File: config.mk
export PLATFORM = sky130hd
export DESIGN_NAME = serial_frame_sync_detector
export DESIGN_NICKNAME = d
export VERILOG_FILES = /design/src/design/sfsd_pkg.sv /design/src/design/sfsd_cell.sv /design/src/design/serial_frame_sync_detector.sv
export SDC_FILE = /design/constraint.sdc
export NUM_CORES = 1
export LEC_CHECK = 0
export BUFFER_PORTS_ARGS = -buffer_cell sky130_fd_sc_hd__buf_2
export CAP_MARGIN = 20
export CORE_UTILIZATION = 65
export DETAILED_ROUTE_END_ITERATION = 7
export GPL_TIMING_DRIVEN = 0
export PLACE_DENSITY = 0.79
export SLEW_MARGIN = 20
export SYNTH_ARGS = -nofsm -noshare
export SYNTH_HDL_FRONTEND = slang
export SYNTH_SLANG_ARGS = --single-unit
File: constraint.sdc
create_clock -name i_clk -period 81 [get_ports i_clk]
set_input_delay 8.1 -clock i_clk [delete_from_list [all_inputs] [get_ports i_clk]]
set_output_delay 8.1 -clock i_clk [all_outputs]
set_load 0.03 [all_outputs]
File: src/design/sfsd_pkg.sv
`default_nettype none
// ----------------------------------------------------------------------------
// sfsd_pkg
// Types, constants and the CRC-16/Modbus byte update shared by the serial
// frame sync detector and its history cells.
// ----------------------------------------------------------------------------
package sfsd_pkg;

    localparam logic [7:0]  FUNC_READ     = 8'h03;
    localparam logic [15:0] CRC_INIT      = 16'hFFFF;
    localparam logic [15:0] CRC_POLY      = 16'hA001;
    localparam logic [7:0]  SYNC_HEAD     = 8'h55;
    localparam logic [7:0]  SYNC_TYPE_MIN = 8'h50;
    localparam logic [7:0]  SYNC_TYPE_MAX = 8'h5C;
    localparam int          SYNC_LEN      = 11;
    localparam logic [7:0]  ADDR_RESET    = 8'd80;
    localparam logic [15:0] COUNT_MAX     = 16'hFFFF;

    typedef struct packed {
        logic [7:0] rx_byte;
        logic       restart;
    } t_in_item;

    typedef struct packed {
        logic        reply_hit;
        logic        sync_hit;
        logic [15:0] reply_count;
        logic [15:0] sync_count;
    } t_out_item;

    function automatic logic [15:0] crc_update(input logic [15:0] crc_in,
                                               input logic [7:0]  data);
        logic [15:0] crc;
        crc = crc_in ^ {8'h00, data};
        for (int k = 0; k < 8; k++) begin
            if (crc[0]) begin
                crc = (crc >> 1) ^ CRC_POLY;
            end else begin
                crc = crc >> 1;
            end
        end
        return crc;
    endfunction

endpackage
`default_nettype wire

File: src/design/sfsd_cell.sv
`default_nettype none
// ----------------------------------------------------------------------------
// sfsd_cell
// One stage of the byte history: holds a byte, the CRC and the 8-bit sum
// of all bytes from the newest up to its own, and hands them on each item.
// ----------------------------------------------------------------------------
module sfsd_cell (
    input  wire         i_clk,
    input  wire         i_en,
    input  wire  [7:0]  i_cur_byte,
    input  wire  [7:0]  i_prev_byte,
    input  wire  [15:0] i_prev_crc,
    input  wire  [7:0]  i_prev_sum,
    output logic [7:0]  o_byte,
    output logic [15:0] o_crc,
    output logic [7:0]  o_sum
);
    import sfsd_pkg::*;

    logic [7:0]  r_byte;
    logic [15:0] r_crc;
    logic [7:0]  r_sum;
    logic [15:0] n_crc;
    logic [7:0]  n_sum;

    always_comb begin
        n_crc = crc_update(i_prev_crc, i_cur_byte);
        n_sum = i_prev_sum + i_cur_byte;
    end

    always_ff @(posedge i_clk) begin
        if (i_en) begin
            r_byte <= i_prev_byte;
            r_crc  <= n_crc;
            r_sum  <= n_sum;
        end
    end

    assign o_byte = r_byte;
    assign o_crc  = r_crc;
    assign o_sum  = r_sum;

endmodule
`default_nettype wire

File: src/design/serial_frame_sync_detector.sv
`default_nettype none
// ----------------------------------------------------------------------------
// serial_frame_sync_detector
// Takes one received byte per item and flags, at every offset, a Modbus
// read reply (address, 0x03, byte count, data, CRC-16/Modbus low byte first)
// and an 11-byte sync frame (0x55, type 0x50..0x5C, sum byte) ending at that
// byte, with saturating counts of each. One byte is accepted every cycle
// while results are taken; a result held by a stall holds off the next item.
// The result is registered in the output register in the cycle after acceptance.
// Each history cell does one CRC byte update per accepted byte; the reply
// check adds one more CRC byte update on the newest byte and tests for a
// zero residue.
// ----------------------------------------------------------------------------
module serial_frame_sync_detector #(
    parameter int REGISTER_COUNT = 15
) (
    input  wire                  i_clk,
    input  wire                  i_rst_n,
    input  wire                  i_cfg_we,
    input  wire  [7:0]           i_cfg_data,
    input  wire                  i_in_valid,
    output logic                 o_in_stall,
    input  wire  sfsd_pkg::t_in_item  i_in_item,
    output logic                 o_out_valid,
    input  wire                  i_out_stall,
    output sfsd_pkg::t_out_item  o_out_item
);
    import sfsd_pkg::*;

    localparam int REPLY_LEN  = 2 * REGISTER_COUNT + 5;
    localparam int HIST_DEPTH = (REPLY_LEN - 1 > SYNC_LEN - 1) ? REPLY_LEN - 1 : SYNC_LEN - 1;
    localparam int FILL_W     = $clog2(HIST_DEPTH + 1);
    localparam logic [7:0] BYTE_COUNT = 8'(2 * REGISTER_COUNT);

    logic [7:0]        r_dev_addr;
    logic [FILL_W-1:0] r_fill;
    logic [FILL_W-1:0] n_fill;
    logic [15:0]       r_reply_total;
    logic [15:0]       r_sync_total;
    logic [15:0]       n_reply_total;
    logic [15:0]       n_sync_total;
    logic              r_out_valid;
    t_out_item         r_out_item;

    logic              w_in_acc;
    logic              w_reply_hit;
    logic              w_sync_hit;
    logic [FILL_W-1:0] w_fill_base;
    logic [15:0]       w_reply_base;
    logic [15:0]       w_sync_base;
    logic [15:0]       w_residue;
    logic [7:0]        w_type;

    logic [7:0]  w_byte [HIST_DEPTH];
    logic [15:0] w_crc  [HIST_DEPTH];
    logic [7:0]  w_sum  [HIST_DEPTH];

    assign o_in_stall = r_out_valid && i_out_stall;
    assign w_in_acc   = i_in_valid && !o_in_stall;

    // history chain, cell k holds age k+1
    for (genvar g = 0; g < HIST_DEPTH; g++) begin : g_cell
        if (g == 0) begin : g_head
            sfsd_cell u_cell (
                .i_clk       (i_clk),
                .i_en        (w_in_acc),
                .i_cur_byte  (i_in_item.rx_byte),
                .i_prev_byte (i_in_item.rx_byte),
                .i_prev_crc  (CRC_INIT),
                .i_prev_sum  (8'h00),
                .o_byte      (w_byte[g]),
                .o_crc       (w_crc[g]),
                .o_sum       (w_sum[g])
            );
        end else begin : g_body
            sfsd_cell u_cell (
                .i_clk       (i_clk),
                .i_en        (w_in_acc),
                .i_cur_byte  (i_in_item.rx_byte),
                .i_prev_byte (w_byte[g-1]),
                .i_prev_crc  (w_crc[g-1]),
                .i_prev_sum  (w_sum[g-1]),
                .o_byte      (w_byte[g]),
                .o_crc       (w_crc[g]),
                .o_sum       (w_sum[g])
            );
        end
    end

    always_comb begin
        w_fill_base  = i_in_item.restart ? '0 : r_fill;
        w_reply_base = i_in_item.restart ? 16'h0000 : r_reply_total;
        w_sync_base  = i_in_item.restart ? 16'h0000 : r_sync_total;

        // crc over the whole frame including its crc bytes leaves zero
        w_residue   = crc_update(w_crc[REPLY_LEN-2], i_in_item.rx_byte);
        w_reply_hit = (w_fill_base >= FILL_W'(REPLY_LEN - 1))
                   && (w_byte[REPLY_LEN-2] == r_dev_addr)
                   && (w_byte[REPLY_LEN-3] == FUNC_READ)
                   && (w_byte[REPLY_LEN-4] == BYTE_COUNT)
                   && (w_residue == 16'h0000);

        w_type     = w_byte[SYNC_LEN-3];
        w_sync_hit = (w_fill_base >= FILL_W'(SYNC_LEN - 1))
                  && (w_byte[SYNC_LEN-2] == SYNC_HEAD)
                  && (w_type >= SYNC_TYPE_MIN) && (w_type <= SYNC_TYPE_MAX)
                  && (w_sum[SYNC_LEN-2] == i_in_item.rx_byte);

        n_reply_total = (w_reply_hit && w_reply_base != COUNT_MAX)
                      ? w_reply_base + 16'd1 : w_reply_base;
        n_sync_total  = (w_sync_hit && w_sync_base != COUNT_MAX)
                      ? w_sync_base + 16'd1 : w_sync_base;
        n_fill        = (w_fill_base < FILL_W'(HIST_DEPTH))
                      ? w_fill_base + FILL_W'(1) : w_fill_base;
    end

    always_ff @(posedge i_clk) begin
        if (!i_rst_n) begin
            r_dev_addr    <= ADDR_RESET;
            r_fill        <= '0;
            r_reply_total <= 16'h0000;
            r_sync_total  <= 16'h0000;
            r_out_valid   <= 1'b0;
        end else begin
            if (i_cfg_we) begin
                r_dev_addr <= i_cfg_data;
            end
            if (w_in_acc) begin
                r_fill        <= n_fill;
                r_reply_total <= n_reply_total;
                r_sync_total  <= n_sync_total;
                r_out_valid   <= 1'b1;
            end else if (!i_out_stall) begin
                r_out_valid <= 1'b0;
            end
        end
    end

    always_ff @(posedge i_clk) begin
        if (w_in_acc) begin
            r_out_item.reply_hit   <= w_reply_hit;
            r_out_item.sync_hit    <= w_sync_hit;
            r_out_item.reply_count <= n_reply_total;
            r_out_item.sync_count  <= n_sync_total;
        end
    end

    assign o_out_valid = r_out_valid;
    assign o_out_item  = r_out_item;

`ifndef ASSERT_OFF
    a_restart_no_hit: assert property (@(posedge i_clk) disable iff (!i_rst_n)
        w_in_acc && i_in_item.restart |=> !o_out_item.reply_hit && !o_out_item.sync_hit)
        else $error("hit flagged on the item that restarts history");

    a_hit_counted: assert property (@(posedge i_clk) disable iff (!i_rst_n)
        o_out_valid && o_out_item.reply_hit |-> o_out_item.reply_count != 16'h0000)
        else $error("reply hit without a counted reply");

    a_count_tracks: assert property (@(posedge i_clk) disable iff (!i_rst_n)
        w_in_acc |=> o_out_item.reply_count == r_reply_total
                  && o_out_item.sync_count == r_sync_total)
        else $error("output counts differ from running totals");

    a_fill_bound: assert property (@(posedge i_clk) disable iff (!i_rst_n)
        r_fill <= FILL_W'(HIST_DEPTH))
        else $error("fill level beyond history depth");
`endif

endmodule
`default_nettype wire
==> flow_summary.ini <==
[die]
initial_core_util_pct = 65.8
boundaryPins = 58
die-height_um = 252
die_area_mm2 = 0.0635
die_w_um = 252
rows = 91
fp.coreArea_mm2 = 0.0617

[timing]
tns_ns = 0
holdWs_ns = 0.399
grt_setup_unrepaired = false
clock.fmax_ghz = 0.0602
clock_skew_ns = 0.0254
fin_crit_sh_pct = 20.5
report.final.hold_viol_count = 0
fin_crit_ns = 16.62
drv_slew = 0
slew-limit-headroom_pct = 26.2
worstMarginPinSlew_ns = 1.11
setup_viol = 0

[critical_path]
cp_common_cell = buf_2
start_kind = input pin
path_class = in2out
crit_chain = buf_2 -> nand2_1 -> inv_1 -> buf_2
cp_data_arrival_time_ns = 8.52
critPathSlowestCell = buf_2
critPathRequiredTime_ns = 72.90
ff2ff_setup_slack_ns = 77.06
end_kind = output pin
critical-path-max-stage-delay_ns = 0.19
worstPathMaxFanout = 2

[cts]
clk_path_buf_depth = 3
cts_hold_buf = 0
h-tree-depth = 3
clock_latency_ns = 0.65
post_cts_buffers = 0
root_buffer = clkbuf_16
clkSinkCount = 957
cts_made_buffers = 94
cts.clk_slew.worst_paths_ns = 0.06
cts.repair.resized = 0
cts_tree = yes

[run_status]
status = finished clean

[layout]
syn_to_final_growth_pct = 11.8
drive_gt1_share_pct = 8.48
layout.nets = 2797

[yosys]
syn-num-nets = 2627
synth_area_per_cell_um2 = 16.1
synth_top_area_share_pct = 67.3
yosys_warnings = 0
syn_inst = 2528
synth_top_flop_cell = edfxtp_1
synth_cell_type_count = 65
synth_top_area_cell = edfxtp_1
ys_seq_area_share_pct = 69.6
synth-seq-cells = 957
synth_edf_count = 910
netlist_area_mm2 = 0.0406
async_flop_share_pct = 0
synth.area.top_cells = edfxtp_1 67%, xnor2_1 18%, dfxtp_1 2.3%

[detailed_routing]
num_vias = 20200
wl_per_cell_um = 20.3
viasPerCell = 5.59
post-route-drc-count = 0
first_pass_iters = 5
ant_nets = 0
wirelength_mm = 73.3
first_iter_violations = 1851

[global_route]
grt_pass1_vias = 20500
overflow = 0
grt_usage_pct = 23.5
antenna_found_initial = 1
grt_pass1_wl_mm = 113
grt_max_degree = 62

[job]
maxCapViolCount = 0

[placement]
place_hpwl_mm = 46.2
port_buffers = 56
gp_congestion = 0.840

[power_and_ir_drop]
p_leak_nw = 15.1
p_per_area_mw_per_mm2 = 37.7
peakVddDrop_mv = 0.0305

[min_path]
holdCritPathClass = reg2reg
[worst paths after layout]
path,start,endpoint,cells after the start
setup / recovery,i_out_stall,o_in_stall,4
hold reg to reg,g_cell[9].g_body.u_cell.o_crc[10],g_cell[10].g_body.u_cell.o_crc[2],0
setup reg to reg,g_cell[33].g_body.u_cell.o_crc[1],o_out_item[23],12
hold / removal,g_cell[9].g_body.u_cell.o_crc[10],g_cell[10].g_body.u_cell.o_crc[2],0
[cell usage after synthesis (9+ instances only)]
cell and n:
edfxtp_1 910, xnor2_1 824, xor2_1 70, a21oi_1 68
ha_1 68, nand2_1 60, inv_1 57, dfxtp_1 47
nand3_1 44, clkbuf_1 39, nor2_1 29, a21o_1 20
nand4_1 20, nor2b_1 20, o21bai_1 19, or3_1 19
o21ai_0 16, a31oi_1 12, buf_2 12, mux2i_1 11
nor3_1 11, o211ai_1 11, or4_1 11, o21ai_1 10
fa_1 9, nor4_1 9
[area by class of cell]
cell class,count,area (um^2)
multi-input cells,1448,11900
diodes,1,2.50
clock inverters,56,502
inverters,58,218
repair buffers,74,738
clock buffers,113,2500
fillers,3746,16300
well taps,837,1050
flip-flops and latches,957,28300
plain buffers,65,293
[state kept, by name, indices dropped and copies added, names as in the netlist, 8 cells and up]
register	count
g_cell.g_head.u_cell.o_sum	8
r_sync_total	16
r_reply_total	16
g_cell.g_body.u_cell.o_crc	522
g_cell.g_body.u_cell.o_byte	264
o_out_item	34
g_cell.g_head.u_cell.o_crc	10
r_dev_addr	8
g_cell.g_body.u_cell.o_sum	72
[power by group]
group / switching (W) / total [W] / internal, W
Combinational: 0.000245 / 0.000486 / 0.000242
Sequential: 0.0000630 / 0.000800 / 0.000737
Clock: 0.000180 / 0.000425 / 0.000245
[through the flow]
stage                     std cells  cell area [um^2]  power, W  util (%)  setup slack [ns]
after floorplan                2528             40600   0.00122         -             45.83
after global placement         3421             42000   0.00130      68.0             37.20
after detailed placement       3439             42400   0.00129      68.7             64.40
after CTS                      3608             45400   0.00172      73.6             64.38
after global routing           3609             45400   0.00179      73.6             64.35
final                          3609             45400   0.00171      73.6             64.38
[routing by layer]
layer | share of wire [%] | global-route usage, % | vias to the layer above
li1 | - | - | 9419
met1 | 43 | 32.8 | 10100
met2 | 49 | 38.2 | 548
met3 | 5.4 | 4.05 | 125
met4 | 2.3 | 6.89 | 0
met5 | 0 | 0 | -
[cell families (layout without fill, tap and decap cells)]
group / after synthesis / in the layout / share of synthesized area (%)
multiplexers: 14 / 14 / 0.354
AND/OR/NAND/NOR: 263 / 263 / 3.54
buffers and inverters: 123 / 366 / 1.24
XOR/XNOR: 902 / 902 / 19.7
other: 0 / 1 / 0
adder cells (fa/ha/maj): 77 / 77 / 2.54
flip-flops: 957 / 957 / 69.6
AO/OA/AOI/OAI: 192 / 192 / 3.06
[critical path: cells and delay by family]
kind | cells | cell delay, ns
buffers and inverters | 3 | 0.34
AND/OR/NAND/NOR | 1 | 0.07
[cell usage in the layout, fill, tap and decap left out, types with 25 or more instances in the layout]
cell type,instances
clkbuf_16,97
inv_1,57
clkinv_1,25
nand2_1,60
a21oi_1,68
edfxtp_1,910
clkbuf_1,50
ha_1,68
xor2_1,70
nor2_1,29
buf_2,68
dfxtp_1,47
xnor2_1,824
nand3_1,44
No activity file was read; power rests on OpenSTA's default activity.
